File: src/design/three_finger_tap_press_detector_macros.svh
// ----------------------------------------------------------------------------
// three_finger_tap_press_detector_macros
// assertion macros shared by the detector modules
// ----------------------------------------------------------------------------
`ifndef THREE_FINGER_TAP_PRESS_DETECTOR_MACROS_SVH
`define THREE_FINGER_TAP_PRESS_DETECTOR_MACROS_SVH

// property that holds in the same cycle
`define TFP_ASSERT(lbl, prop, msg) \
	lbl: assert property (@(posedge clk) disable iff (!arst_n) (prop)) \
		else $error(msg);

// consequent that holds in the cycle after the antecedent
`define TFP_ASSERT_NEXT(lbl, ante, cons, msg) \
	lbl: assert property (@(posedge clk) disable iff (!arst_n) (ante) |=> (cons)) \
		else $error(msg);

`endif

File: src/design/tfp_pkg.sv
// ----------------------------------------------------------------------------
// tfp_pkg
// shared types and constants of the three-finger tap and press detector
// ----------------------------------------------------------------------------
`default_nettype none

package tfp_pkg;

	localparam int TIME_WIDTH_DEF = 32;
	localparam int POS_WIDTH_DEF  = 16;

	localparam int COUNT_W    = 4;
	localparam int TAP_W      = 32;
	localparam int PRESS_W    = 32;
	localparam int MOVE_W     = 33;
	localparam int CFG_DATA_W = 64;
	localparam int CFG_ADDR_W = 5;
	localparam int REG_IDX_W  = 2;

	localparam logic [REG_IDX_W-1:0] REG_TAP_TIME   = 2'd0;
	localparam logic [REG_IDX_W-1:0] REG_PRESS_TIME = 2'd1;
	localparam logic [REG_IDX_W-1:0] REG_MOVE_LIMIT = 2'd2;

	localparam logic [TAP_W-1:0]   TAP_TIME_RESET   = 32'd300000;
	localparam logic [PRESS_W-1:0] PRESS_TIME_RESET = 32'd350000;
	localparam logic [MOVE_W-1:0]  MOVE_LIMIT_RESET = 33'd42949673;

	localparam logic [COUNT_W-1:0] GESTURE_FINGERS = 4'd3;
	localparam logic [COUNT_W-1:0] NO_FINGERS      = 4'd0;

	localparam logic GESTURE_TAP   = 1'b0;
	localparam logic GESTURE_PRESS = 1'b1;

	typedef struct packed {
		logic [TAP_W-1:0]   tap_time_limit;
		logic [PRESS_W-1:0] press_time_threshold;
		logic [MOVE_W-1:0]  move_limit_squared;
	} cfg_t;

	typedef struct packed {
		logic hit;
		logic gesture;
	} res_t;

endpackage

`default_nettype wire

File: src/design/tfp_regs.sv
// ----------------------------------------------------------------------------
// tfp_regs
// apb register file holding the timing and movement limits
// ----------------------------------------------------------------------------
`default_nettype none

module tfp_regs (
	input  wire logic                             clk,
	input  wire logic                             arst_n,
	input  wire logic                             psel,
	input  wire logic                             penable,
	input  wire logic                             pwrite,
	input  wire logic [tfp_pkg::CFG_ADDR_W-1:0]   paddr,
	input  wire logic [tfp_pkg::CFG_DATA_W-1:0]   pwdata,
	output logic      [tfp_pkg::CFG_DATA_W-1:0]   prdata,
	output logic                                  pready,
	output tfp_pkg::cfg_t                         cfg
);

	logic [tfp_pkg::REG_IDX_W-1:0] idx;
	logic                          wr_en;
	tfp_pkg::cfg_t                 cfg_q;

	assign idx    = paddr[tfp_pkg::CFG_ADDR_W-1:3];
	assign wr_en  = psel & penable & pwrite;
	assign pready = 1'b1;
	assign cfg    = cfg_q;

	always_ff @(posedge clk or negedge arst_n) begin
		if (!arst_n) begin
			cfg_q.tap_time_limit       <= tfp_pkg::TAP_TIME_RESET;
			cfg_q.press_time_threshold <= tfp_pkg::PRESS_TIME_RESET;
			cfg_q.move_limit_squared   <= tfp_pkg::MOVE_LIMIT_RESET;
		end else if (wr_en) begin
			unique case (idx)
				tfp_pkg::REG_TAP_TIME: begin
					cfg_q.tap_time_limit <= pwdata[tfp_pkg::TAP_W-1:0];
				end
				tfp_pkg::REG_PRESS_TIME: begin
					cfg_q.press_time_threshold <= pwdata[tfp_pkg::PRESS_W-1:0];
				end
				tfp_pkg::REG_MOVE_LIMIT: begin
					cfg_q.move_limit_squared <= pwdata[tfp_pkg::MOVE_W-1:0];
				end
				default: begin
				end
			endcase
		end
	end

	always_comb begin
		unique case (idx)
			tfp_pkg::REG_TAP_TIME:   prdata = tfp_pkg::CFG_DATA_W'(cfg_q.tap_time_limit);
			tfp_pkg::REG_PRESS_TIME: prdata = tfp_pkg::CFG_DATA_W'(cfg_q.press_time_threshold);
			tfp_pkg::REG_MOVE_LIMIT: prdata = tfp_pkg::CFG_DATA_W'(cfg_q.move_limit_squared);
			default:                 prdata = '0;
		endcase
	end

endmodule

`default_nettype wire

File: src/design/tfp_centroid.sv
// ----------------------------------------------------------------------------
// tfp_centroid
// one centroid coordinate, floor of the sum of three positions over three
// ----------------------------------------------------------------------------
`default_nettype none

module tfp_centroid #(
	parameter int POS_WIDTH = tfp_pkg::POS_WIDTH_DEF
) (
	input  wire logic [POS_WIDTH-1:0] pos_a,
	input  wire logic [POS_WIDTH-1:0] pos_b,
	input  wire logic [POS_WIDTH-1:0] pos_c,
	output logic      [POS_WIDTH-1:0] centroid
);

	localparam int SUM_W    = POS_WIDTH + 2;
	localparam int RECIP_SH = SUM_W + 2;
	localparam int PROD_W   = SUM_W + RECIP_SH;
	localparam logic [RECIP_SH-1:0] RECIP =
		RECIP_SH'(((64'd1 << RECIP_SH) + 64'd2) / 64'd3);

	logic [SUM_W-1:0]  sum;
	logic [PROD_W-1:0] prod;
	logic [SUM_W-1:0]  quot;

	// reciprocal rounded up, exact over the whole sum range
	assign sum      = SUM_W'(pos_a) + SUM_W'(pos_b) + SUM_W'(pos_c);
	assign prod     = PROD_W'(sum) * PROD_W'(RECIP);
	assign quot     = prod[PROD_W-1:RECIP_SH];
	assign centroid = quot[POS_WIDTH-1:0];

endmodule

`default_nettype wire

File: src/design/tfp_gesture.sv
// ----------------------------------------------------------------------------
// tfp_gesture
// gesture state and the tap and press decision for one frame
// ----------------------------------------------------------------------------
`default_nettype none

`include "three_finger_tap_press_detector_macros.svh"

module tfp_gesture #(
	parameter int TIME_WIDTH = tfp_pkg::TIME_WIDTH_DEF,
	parameter int POS_WIDTH  = tfp_pkg::POS_WIDTH_DEF
) (
	input  wire logic                        clk,
	input  wire logic                        arst_n,
	input  wire logic                        advance,
	input  wire logic [tfp_pkg::COUNT_W-1:0] count_s1,
	input  wire logic [TIME_WIDTH-1:0]       time_s1,
	input  wire logic [POS_WIDTH-1:0]        cx_s1,
	input  wire logic [POS_WIDTH-1:0]        cy_s1,
	input  wire tfp_pkg::cfg_t               cfg,
	output tfp_pkg::res_t                    res
);

	localparam int DIST_W = 2 * POS_WIDTH + 1;
	localparam int LIM_W  = (DIST_W > tfp_pkg::MOVE_W) ? DIST_W : tfp_pkg::MOVE_W;
	localparam int EL_W   = (TIME_WIDTH > tfp_pkg::TAP_W) ? TIME_WIDTH : tfp_pkg::TAP_W;

	logic                    active_q, moved_q, press_q, tap_q;
	logic                    active_d, moved_d, press_d, tap_d;
	logic [TIME_WIDTH-1:0]   start_time_q;
	logic [POS_WIDTH-1:0]    start_cx_q, start_cy_q;
	logic                    latch_start;
	logic [POS_WIDTH-1:0]    dx, dy;
	logic [2*POS_WIDTH-1:0]  sq_x, sq_y;
	logic [DIST_W-1:0]       shift_sq;
	logic                    moved_now;
	logic [TIME_WIDTH-1:0]   elapsed;
	logic                    press_due, tap_short;
	logic                    three, many;

	assign three = (count_s1 == tfp_pkg::GESTURE_FINGERS);
	assign many  = (count_s1 > tfp_pkg::GESTURE_FINGERS);

	assign dx       = (cx_s1 >= start_cx_q) ? (cx_s1 - start_cx_q) : (start_cx_q - cx_s1);
	assign dy       = (cy_s1 >= start_cy_q) ? (cy_s1 - start_cy_q) : (start_cy_q - cy_s1);
	assign sq_x     = (2*POS_WIDTH)'(dx) * (2*POS_WIDTH)'(dx);
	assign sq_y     = (2*POS_WIDTH)'(dy) * (2*POS_WIDTH)'(dy);
	assign shift_sq = DIST_W'(sq_x) + DIST_W'(sq_y);

	assign moved_now = LIM_W'(shift_sq) > LIM_W'(cfg.move_limit_squared);

	// wraps modulo the timestamp width
	assign elapsed   = time_s1 - start_time_q;
	assign press_due = EL_W'(elapsed) >= EL_W'(cfg.press_time_threshold);
	assign tap_short = EL_W'(elapsed) <= EL_W'(cfg.tap_time_limit);

	always_comb begin
		active_d    = active_q;
		moved_d     = moved_q;
		press_d     = press_q;
		tap_d       = tap_q;
		latch_start = 1'b0;
		res.hit     = 1'b0;
		res.gesture = tfp_pkg::GESTURE_TAP;
		priority if (three) begin
			if (!active_q) begin
				active_d    = 1'b1;
				moved_d     = 1'b0;
				press_d     = 1'b0;
				tap_d       = 1'b0;
				latch_start = 1'b1;
			end else begin
				moved_d = moved_q | moved_now;
				if (!press_q && !moved_d && press_due) begin
					press_d     = 1'b1;
					res.hit     = 1'b1;
					res.gesture = tfp_pkg::GESTURE_PRESS;
				end
			end
		end else if (many) begin
			active_d = 1'b0;
			moved_d  = 1'b0;
			press_d  = 1'b0;
			tap_d    = 1'b0;
		end else if (active_q) begin
			if (!tap_q && !press_q && !moved_q && tap_short) begin
				tap_d       = 1'b1;
				res.hit     = 1'b1;
				res.gesture = tfp_pkg::GESTURE_TAP;
			end
			if (count_s1 == tfp_pkg::NO_FINGERS) begin
				active_d = 1'b0;
				moved_d  = 1'b0;
				press_d  = 1'b0;
				tap_d    = 1'b0;
			end
		end else begin
		end
	end

	always_ff @(posedge clk or negedge arst_n) begin
		if (!arst_n) begin
			active_q <= 1'b0;
			moved_q  <= 1'b0;
			press_q  <= 1'b0;
			tap_q    <= 1'b0;
		end else if (advance) begin
			active_q <= active_d;
			moved_q  <= moved_d;
			press_q  <= press_d;
			tap_q    <= tap_d;
		end
	end

	// start values are read only while a gesture is active
	always_ff @(posedge clk) begin
		if (advance && latch_start) begin
			start_time_q <= time_s1;
			start_cx_q   <= cx_s1;
			start_cy_q   <= cy_s1;
		end
	end

	`TFP_ASSERT(a_hit_needs_active, !res.hit || active_q, "result without an active gesture")
	`TFP_ASSERT_NEXT(a_press_marked, advance && res.hit && res.gesture == tfp_pkg::GESTURE_PRESS,
		press_q, "press sent but not recorded")
	`TFP_ASSERT_NEXT(a_many_clears, advance && many, !active_q && !moved_q && !press_q && !tap_q,
		"too many fingers did not clear the gesture")

endmodule

`default_nettype wire

File: src/design/three_finger_tap_press_detector.sv
// ----------------------------------------------------------------------------
// three_finger_tap_press_detector
// recognises three-finger taps and presses from a stream of touch frames
// ----------------------------------------------------------------------------
// one touch frame is a transfer on the in channel (in_valid/in_ready): finger
// count, timestamp and three finger positions. a recognised gesture is a
// transfer on the out channel (out_valid/out_ready), gesture 0 tap, 1 press;
// a frame gives at most one result and most give none.
// the frame centroid is formed before the input register; the decision and
// the state update run between the input register and the output register.
// throughput: one frame per cycle, set by the single decision stage, while
// the out channel does not stall. a stalled out channel holds the result;
// one more frame waits in the input register and in_ready falls until the
// result is taken. reset clears the gesture state and both stages and loads
// the default limits; the apb port (pready always high) reads and writes the
// limits at byte addresses 0, 8 and 16. the user must write it only while no
// frame is in flight; the block itself does not enforce this.
// ----------------------------------------------------------------------------
`default_nettype none

`include "three_finger_tap_press_detector_macros.svh"

module three_finger_tap_press_detector #(
	parameter int TIME_WIDTH = tfp_pkg::TIME_WIDTH_DEF,
	parameter int POS_WIDTH  = tfp_pkg::POS_WIDTH_DEF
) (
	input  wire logic                           clk,
	input  wire logic                           arst_n,
	input  wire logic                           in_valid,
	output logic                                in_ready,
	input  wire logic [tfp_pkg::COUNT_W-1:0]    finger_count,
	input  wire logic [TIME_WIDTH-1:0]          time_us,
	input  wire logic [POS_WIDTH-1:0]           first_x,
	input  wire logic [POS_WIDTH-1:0]           first_y,
	input  wire logic [POS_WIDTH-1:0]           second_x,
	input  wire logic [POS_WIDTH-1:0]           second_y,
	input  wire logic [POS_WIDTH-1:0]           third_x,
	input  wire logic [POS_WIDTH-1:0]           third_y,
	output logic                                out_valid,
	input  wire logic                           out_ready,
	output logic                                gesture,
	input  wire logic                           psel,
	input  wire logic                           penable,
	input  wire logic                           pwrite,
	input  wire logic [tfp_pkg::CFG_ADDR_W-1:0] paddr,
	input  wire logic [tfp_pkg::CFG_DATA_W-1:0] pwdata,
	output logic      [tfp_pkg::CFG_DATA_W-1:0] prdata,
	output logic                                pready
);

	tfp_pkg::cfg_t                 cfg;
	tfp_pkg::res_t                 res;
	logic [POS_WIDTH-1:0]          cx, cy;
	logic                          valid_s1;
	logic [tfp_pkg::COUNT_W-1:0]   count_s1;
	logic [TIME_WIDTH-1:0]         time_s1;
	logic [POS_WIDTH-1:0]          cx_s1, cy_s1;
	logic                          valid_s2;
	logic                          gesture_s2;
	logic                          advance;
	logic                          in_xfer;

	tfp_regs u_regs (
		.clk     (clk),
		.arst_n  (arst_n),
		.psel    (psel),
		.penable (penable),
		.pwrite  (pwrite),
		.paddr   (paddr),
		.pwdata  (pwdata),
		.prdata  (prdata),
		.pready  (pready),
		.cfg     (cfg)
	);

	tfp_centroid #(.POS_WIDTH(POS_WIDTH)) u_cent_x (
		.pos_a    (first_x),
		.pos_b    (second_x),
		.pos_c    (third_x),
		.centroid (cx)
	);

	tfp_centroid #(.POS_WIDTH(POS_WIDTH)) u_cent_y (
		.pos_a    (first_y),
		.pos_b    (second_y),
		.pos_c    (third_y),
		.centroid (cy)
	);

	assign advance  = valid_s1 & (~valid_s2 | out_ready);
	assign in_ready = ~valid_s1 | advance;
	assign in_xfer  = in_valid & in_ready;

	always_ff @(posedge clk or negedge arst_n) begin
		if (!arst_n) begin
			valid_s1 <= 1'b0;
		end else if (in_xfer) begin
			valid_s1 <= 1'b1;
		end else if (advance) begin
			valid_s1 <= 1'b0;
		end
	end

	always_ff @(posedge clk) begin
		if (in_xfer) begin
			count_s1 <= finger_count;
			time_s1  <= time_us;
			cx_s1    <= cx;
			cy_s1    <= cy;
		end
	end

	tfp_gesture #(.TIME_WIDTH(TIME_WIDTH), .POS_WIDTH(POS_WIDTH)) u_gesture (
		.clk      (clk),
		.arst_n   (arst_n),
		.advance  (advance),
		.count_s1 (count_s1),
		.time_s1  (time_s1),
		.cx_s1    (cx_s1),
		.cy_s1    (cy_s1),
		.cfg      (cfg),
		.res      (res)
	);

	always_ff @(posedge clk or negedge arst_n) begin
		if (!arst_n) begin
			valid_s2 <= 1'b0;
		end else if (advance) begin
			valid_s2 <= res.hit;
		end else if (out_ready) begin
			valid_s2 <= 1'b0;
		end
	end

	always_ff @(posedge clk) begin
		if (advance && res.hit) begin
			gesture_s2 <= res.gesture;
		end
	end

	assign out_valid = valid_s2;
	assign gesture   = gesture_s2;

	`TFP_ASSERT_NEXT(a_frame_held, valid_s1 && !advance, valid_s1, "waiting frame lost")
	`TFP_ASSERT_NEXT(a_result_loaded, advance && res.hit, valid_s2, "result not presented")

endmodule

`default_nettype wire

File: config.mk
export PLATFORM = sky130hd
export DESIGN_NAME = three_finger_tap_press_detector
export DESIGN_NICKNAME = d
export VERILOG_FILES = /design/src/design/tfp_pkg.sv /design/src/design/tfp_regs.sv /design/src/design/tfp_centroid.sv /design/src/design/tfp_gesture.sv /design/src/design/three_finger_tap_press_detector.sv
export VERILOG_INCLUDE_DIRS = /design/src /design/src/design
export SDC_FILE = /design/constraint.sdc
export NUM_CORES = 2
export LEC_CHECK = 0
export ABC_AREA = 1
export BUFFER_PORTS_ARGS = -buffer_cell sky130_fd_sc_hd__buf_4
export CORE_MARGIN = 2
export CORE_UTILIZATION = 58
export DETAILED_ROUTE_END_ITERATION = 6
export GPL_TIMING_DRIVEN = 0
export HOLD_SLACK_MARGIN = 0.1
export PLACE_DENSITY = 0.8
export SETUP_SLACK_MARGIN = 0.4
export SYNTH_ARGS = -nofsm -noshare
export SYNTH_HDL_FRONTEND = slang
export SYNTH_SLANG_ARGS = --single-unit
File: constraint.sdc
create_clock -name clk -period 10 [get_ports clk]
set_input_delay 0.5 -clock clk [delete_from_list [all_inputs] [get_ports clk]]
set_output_delay 0.5 -clock clk [all_outputs]
set_load 0.03 [all_outputs]
== After elaboration in Yosys (flattened, before gate mapping) ==
Cells that the tools add are included.
Cells by class
  order comparisons: 6
  bitwise operators: 9
  equality and inequality tests: 5
  muxes and demuxes: 33
  reductions and logical operators: 24
  $add $sub $neg: 10
  multiply operators: 4
Operator list (number)
  case mux 33 bit (3 select lines): 1
  multiplier 18 x 18 -> 35 bit (second input constant): 2
  multiplier 16 x 16 -> 32 bit: 2
  subtractor 16 bit: 4
  adder 18 x 16 -> 18 bit: 2
  adder 16 x 16 -> 17 bit: 2
  adder 32 x 32 -> 33 bit: 1
  greater-than comparator 33 bit: 1
  greater-or-equal comparator 16 bit: 2
  greater-or-equal comparator 32 bit: 1
  <= comparator 32 bit: 1
  2-to-1 mux 16 bit: 2
  subtractor 32 bit: 1
  2-to-1 mux 1 bit: 24
  2-to-1 mux 2 bit: 6
  AND reduction 4 bit: 2
  logical AND 1 bit: 7
  AND reduction 2 bit: 3
  nonzero test 3 bit: 2
  AND 1 bit: 4
  == test 4 x 2 -> 1 bit (second input constant): 1
  greater-than comparator 4 x 2 -> 1 bit (second input constant): 1
  logical NOT 1 bit: 4
  logical NOT 4 bit: 1
  10 further kinds: 14
Storage, ports and cells
  bits of input ports: 208
  word-level logic and storage cells: 108
  register bits: 236

== Depth between registers and ports, before layout ==
  depth in word-level cells: 13
  depth in mapped cells: 54
  mapped depth without buffers: 52

== Modules after synthesis ==
Synthesis repeated with hierarchy kept, for this count alone.
Unflattened totals
  cells, all modules: 6201
  area, all modules: 48302.6 um2
By module, submodules not included
  tfp_gesture: area an instance 25418.1 um2, times used 1, cells each 3200
  tfp_centroid: area an instance 8062.7 um2, times used 2, cells each 1160
  tfp_regs: area an instance 4580.6 um2, times used 1, cells each 597
  three_finger_tap_press_detector: area an instance 2178.3 um2, times used 1, cells each 84

== Worst setup path after synthesis ==
Ideal clock, no wire load.
  kind: register to register
  from: register cx_s1[0]
  to: register gesture_s2 (netlist: gesture) (enable)
  arrival time: 9.058 ns
  cell stages (with the launch flop): 47
  period minus slack after synthesis: 9.347 ns
  data required time: 9.711 ns
  path slack: 0.653 ns
  path through: edfxtp_1 -> inv_1 -> ha_1 -> inv_1 -> fa_1 -> a21oi_1 -> o21bai_1 -> nand2_2 -> nand3_4 -> buf_4 -> nand2_1 -> nand2_2 -> buf_2 -> nor2_1 -> inv_1 -> fa_1 -> inv_1 -> fa_1 -> [... 11 more ...] -> a21oi_1 -> o21ai_0 -> a21oi_1 -> o21ai_0 -> a21oi_1 -> o21bai_1 -> xor2_1 -> ha_1 -> nand2_1 -> nor2_1 -> nand4_1 -> nor3b_1 -> nand3_1 -> nand2_1 -> nand3_1 -> nand2_1 -> nand2_1 -> inv_1
Between the ends
  cells in the longest elaborated chain, start to end: 13
  elaborated cells on any way between the ends: 15
  classes of those cells: 3 x add/sub; 1 x mul; 2 x order compare; 4 x mux; 1 x bitwise; 4 x reduce/logical
Ends and longest elaborated chain
  from (decl): RTL line three_finger_tap_press_detector.sv:57  | logic [POS_WIDTH-1:0] cx_s1, cy_s1;
  from (signal assigned): RTL line three_finger_tap_press_detector.sv:108  | cx_s1 <= cx;
  subtractor 16 bit / greater-or-equal comparator 16 bit (equally long branches): RTL line tfp_gesture.sv:44  | assign dx = (cx_s1 >= start_cx_q) ? (cx_s1 - start_cx_q) : (start_cx_q - cx_s1);
  2-to-1 mux 16 bit *: RTL line tfp_gesture.sv:44
  multiplier 16 x 16 -> 32 bit *: RTL line tfp_gesture.sv:46  | assign sq_x = (2*POS_WIDTH)'(dx) * (2*POS_WIDTH)'(dx);
  adder 32 x 32 -> 33 bit *: RTL line tfp_gesture.sv:48  | assign shift_sq = DIST_W'(sq_x) + DIST_W'(sq_y);
  greater-than comparator 33 bit *: RTL line tfp_gesture.sv:50  | assign moved_now = LIM_W'(shift_sq) > LIM_W'(cfg.move_limit_squared);
  bitwise OR 1 bit *: RTL line tfp_gesture.sv:73  | moved_d = moved_q | moved_now;
  logical NOT 1 bit *: RTL line tfp_gesture.sv:74  | if (!press_q && !moved_d && press_due) begin
  logical AND 1 bit * (2 in series): RTL line tfp_gesture.sv:74
  2-to-1 mux 2 bit *: RTL line tfp_gesture.sv:74
  2-to-1 mux 2 bit *: RTL line tfp_gesture.sv:66  | if (!active_q) begin
  2-to-1 mux 2 bit *: RTL line tfp_gesture.sv:65  | priority if (three) begin
  logical AND 1 bit *: RTL line three_finger_tap_press_detector.sv:136  | if (advance && res.hit) begin
  to (signal assigned): RTL line three_finger_tap_press_detector.sv:137  | gesture_s2 <= res.gesture;
  to (decl): RTL line three_finger_tap_press_detector.sv:59  | logic gesture_s2;
Mark *: on every way between the ends. The rest lies on a longest branch, timed or not.
A chain may end at the register's enable or synchronous reset.

== Final worst setup path ==
  from: register cx_s1[4]
  to: register gesture_s2 (netlist: gesture) (enable)
The elaborated chain is that of the path after synthesis.

==> Implementation_results.wiki <==
{| class="wikitable"
! Metric !! Value
|-
| Fill count || between 6,000 and 7,000
|-
| Syn Area/Cell || between 8 and 9 sq um
|-
| Remaining antenna violation count || 0
|-
| Fraction of the yosys area taken by sequential cells || 0.143
|-
| Clock tree from TritonCTS || built
|-
| Die height || roughly 290 um
|-
| Clock period minus final worst setup slack || 10.31 ns
|-
| Fin util || 0.675
|-
| Initial antenna violation count || 3
|-
| Critical path launch point type || register
|-
| Path category of the worst min-delay check || in2reg
|-
| Distinct cells, synth || 57
|-
| DRC violations left || 0
|-
| Failing checks || setup timing
|-
| Source-to-sink clock delay at the later pin of the worst-skew pair || between 0.6 and 0.7 ns
|-
| Slew of the pin with the lowest slew margin || 0.967 ns
|-
| Effective utilization at floorplan || 0.586
|-
| Fin worst setup slack || -0.314 ns
|-
| Post-layout instance area || 53,200 sq um
|-
| Number of DRC markers in iteration 0 || 2,896
|-
| # setup viols final || 5
|-
| Worst-path clk slew || approximately 0.060 ns
|-
| Most frequently used flop master after synthesis || edfxtp_1
|-
| Unrepaired setup endpoints after global routing || true
|-
| Buffers plus inverters on the worst setup path || 14
|-
| Async SR Flop Fraction || 0.436
|-
| Data required, critical path || roughly 10 ns
|-
| Multi-input gate area || 34,700 sq um
|-
| Cells taking the most area after synthesis || fa_1, ha_1, inv_1
|-
| Post-synthesis instance area || 46,200 sq um
|-
| Area share of the leading cell type in the synthesized netlist || 0.268
|-
| Final Net Count || approximately 7,600
|-
| Final weighted congestion of routability-driven global placement || 0.968
|-
| Standard-cell rows || 103
|-
| Placed Instance Area || 49,300 sq um
|-
| Endpoint arrival time on the critical path || ~11 ns
|-
| Crit path max-delay family || adder cells
|-
| Clock tree root buffer cell || clkbuf_16
|-
| Maximum operating frequency || around 97 MHz
|-
| Port Buf Inserts || 209
|-
| Deepest clock path buffer count || 3
|-
| Slew Limit Fails || 0
|-
| Syn-to-layout area delta || 15.1%
|-
| Drt via density || roughly 5.5
|-
| Headroom to the max-slew limit || 0.351
|-
| Result of the run || complete, but fails checks
|-
| Count of max-cap constraint violations || 0
|-
| Die area || about 82,000 sq um
|-
| Routed via count || 38,700
|-
| Post-synth EDFFs || between 100 and 150
|-
| HPWL Detailed || a little over 100,000 um
|-
| Overall Global Routing Usage || 0.306
|-
| Number of optimization iterations in the first detailed-route pass || 6
|-
| Total overflow reported by the global router || 0
|-
| CP Max Fanout || 8
|-
| Most frequent cells after synthesis || inv_1, nand2_1, ha_1
|-
| First-pass GRT wire length || approximately 200,000 um
|-
| Count of H-tree levels built during CTS || 1
|-
| Synth warn || 0
|-
| Biggest cell delay along the critical path || roughly 0.64 ns
|-
| Register area || 6610 sq um
|-
| Floorplan Core Area || about 80,000 sq um
|-
| Pin count of the biggest net entering global routing || roughly 100
|-
| Clock buffer count from CTS || 26
|-
| Minimum setup slack after placement || -1.29 ns
|-
| Cell with the largest stage delay on the worst path || fa_2
|-
| Portion of the clock cycle consumed by the worst path in the final layout || 1.03
|-
| Die X || 286 um
|-
| Cell accounting for the most synthesized area || fa_1
|-
| Endpoint type of the worst setup path || register
|-
| Instance count of the mapped netlist || ~5,600
|-
| Most used standard cell by instance count after synthesis || inv_1
|-
| DR WL/cell || 18.0 um
|-
| Via count of the first global-routing pass || slightly below 40,000
|-
| Cell type with the highest occurrence count on the critical path || inv_2
|-
| Final routed wirelength across all metal layers || about 130,000 um
|-
| Fraction of final layout cells with drive strength greater than 1 || 0.133
|-
| Clock tree sinks || roughly 240
|-
| Worst clock skew || between 0.02 and 0.03 ns
|-
| Number of synthesized register bits || about 240
|-
| I/O pin count || 276
|-
| Critical Setup Path Class || reg2reg
|-
| Hold violation total from the final report || 0
|}
## metrics by stage
step,hold slack (ns),setup TNS (ns),instances
after floorplan,0.204,0,5590
after global placement,0.436,-5.05,6849
after global routing,0.203,-2.85,7083
after detailed placement,0.437,-5.50,6851
final,0.189,-1.10,7083
after CTS,0.168,0,7018
## final cells by class
class	count	area share
inverters	1493	0.107
repair buffers	393	0.0595
diodes	2	0.0000941
plain buffers	106	0.0157
clock inverters	10	0.00188
well taps	1050	0.0247
flip-flops and latches	236	0.124
clock buffers	38	0.0147
multi-input cells	3755	0.653
## worst paths after layout
path                       cells past startpoint            startpoint                                  end  slack (ns)
max in group asynchronous                      3                arst_n            u_regs.cfg[5]$_DFFE_PN1P_        9.09
max reg2reg                                   50    cx_s1[4]$_DFFE_PP_                gesture$_SDFFCE_PN0P_       -0.31
min in group asynchronous                      3                arst_n                 valid_s1$_DFFE_PN0P_        0.48
max                                           50    cx_s1[4]$_DFFE_PP_                gesture$_SDFFCE_PN0P_       -0.31
min reg2reg                                    0  time_s1[0]$_DFFE_PP_  u_gesture.start_time_q[0]$_DFFE_PP_        0.45
min                                            3             pwdata[9]           u_regs.cfg[42]$_DFFE_PN1P_        0.19
## sequential cells by signal, summed over array words and instances, names as in the netlist
name and flops:
count_s1 4, cx_s1 16, valid_s1 1, u_regs.cfg 97, u_gesture.start_cy_q 16, gesture 1, u_gesture.start_time_q 32, out_valid 1
u_gesture.start_cx_q 16, u_gesture.moved_q 1, u_gesture.tap_q 1, u_gesture.press_q 1, u_gesture.active_q 1, cy_s1 16, time_s1 32
## kinds of logic after synthesis
family / synth area share
buf+inv: 0.134
simple gates: 0.124
fa+ha+maj: 0.471
compound gates: 0.0899
flops: 0.143
xor+xnor: 0.0386
other cells: 0.000163
## worst register-to-register path: cells and delay by family, from the launching register on
family / cells / cell delay (ns)
AOI/OAI and AO/OA: 4 / 0.87
xor gates and xnor gates: 2 / 0.40
adders and majority gates: 11 / 5.13
buffers and inverters: 14 / 1.28
DFF: 1 / 0.39
and+or+nand+nor: 19 / 1.99
## timing repair
item / in CTS / in global routing
pin swaps: 103 / 129
hold buffers: 36 / 1
buffers inserted: 83 / 59
setup endpoints to repair: 5 / 5
resized for setup: 257 / 175
hold endpoints to repair: 36 / 73
gates cloned: 0 / 2
## cells in the final DEF, fill, tap and decap left out, types with 60 or more instances in the layout
| cell type | count |
|---|---|
| buf_4 | 379 |
| dfrtp_1 | 73 |
| nand3_1 | 98 |
| inv_1 | 1443 |
| o21ai_0 | 235 |
| nand2_1 | 763 |
| nor2_1 | 340 |
| ha_1 | 716 |
| fa_1 | 600 |
| a21oi_1 | 279 |
| edfxtp_1 | 133 |
| xnor2_1 | 60 |
| xor2_1 | 139 |
## routing by layer
metal  up-vias  track usage  wire [um]
met1     18600        0.407      51400
met2      1680        0.509      59700
met3       413       0.0534      10700
met4         0        0.104       5690
li1      18100            -          -
met5         -            0          0
Power is not shown: default switching activity piles up to over one toggle a cycle in this logic, so the estimate is an artifact.
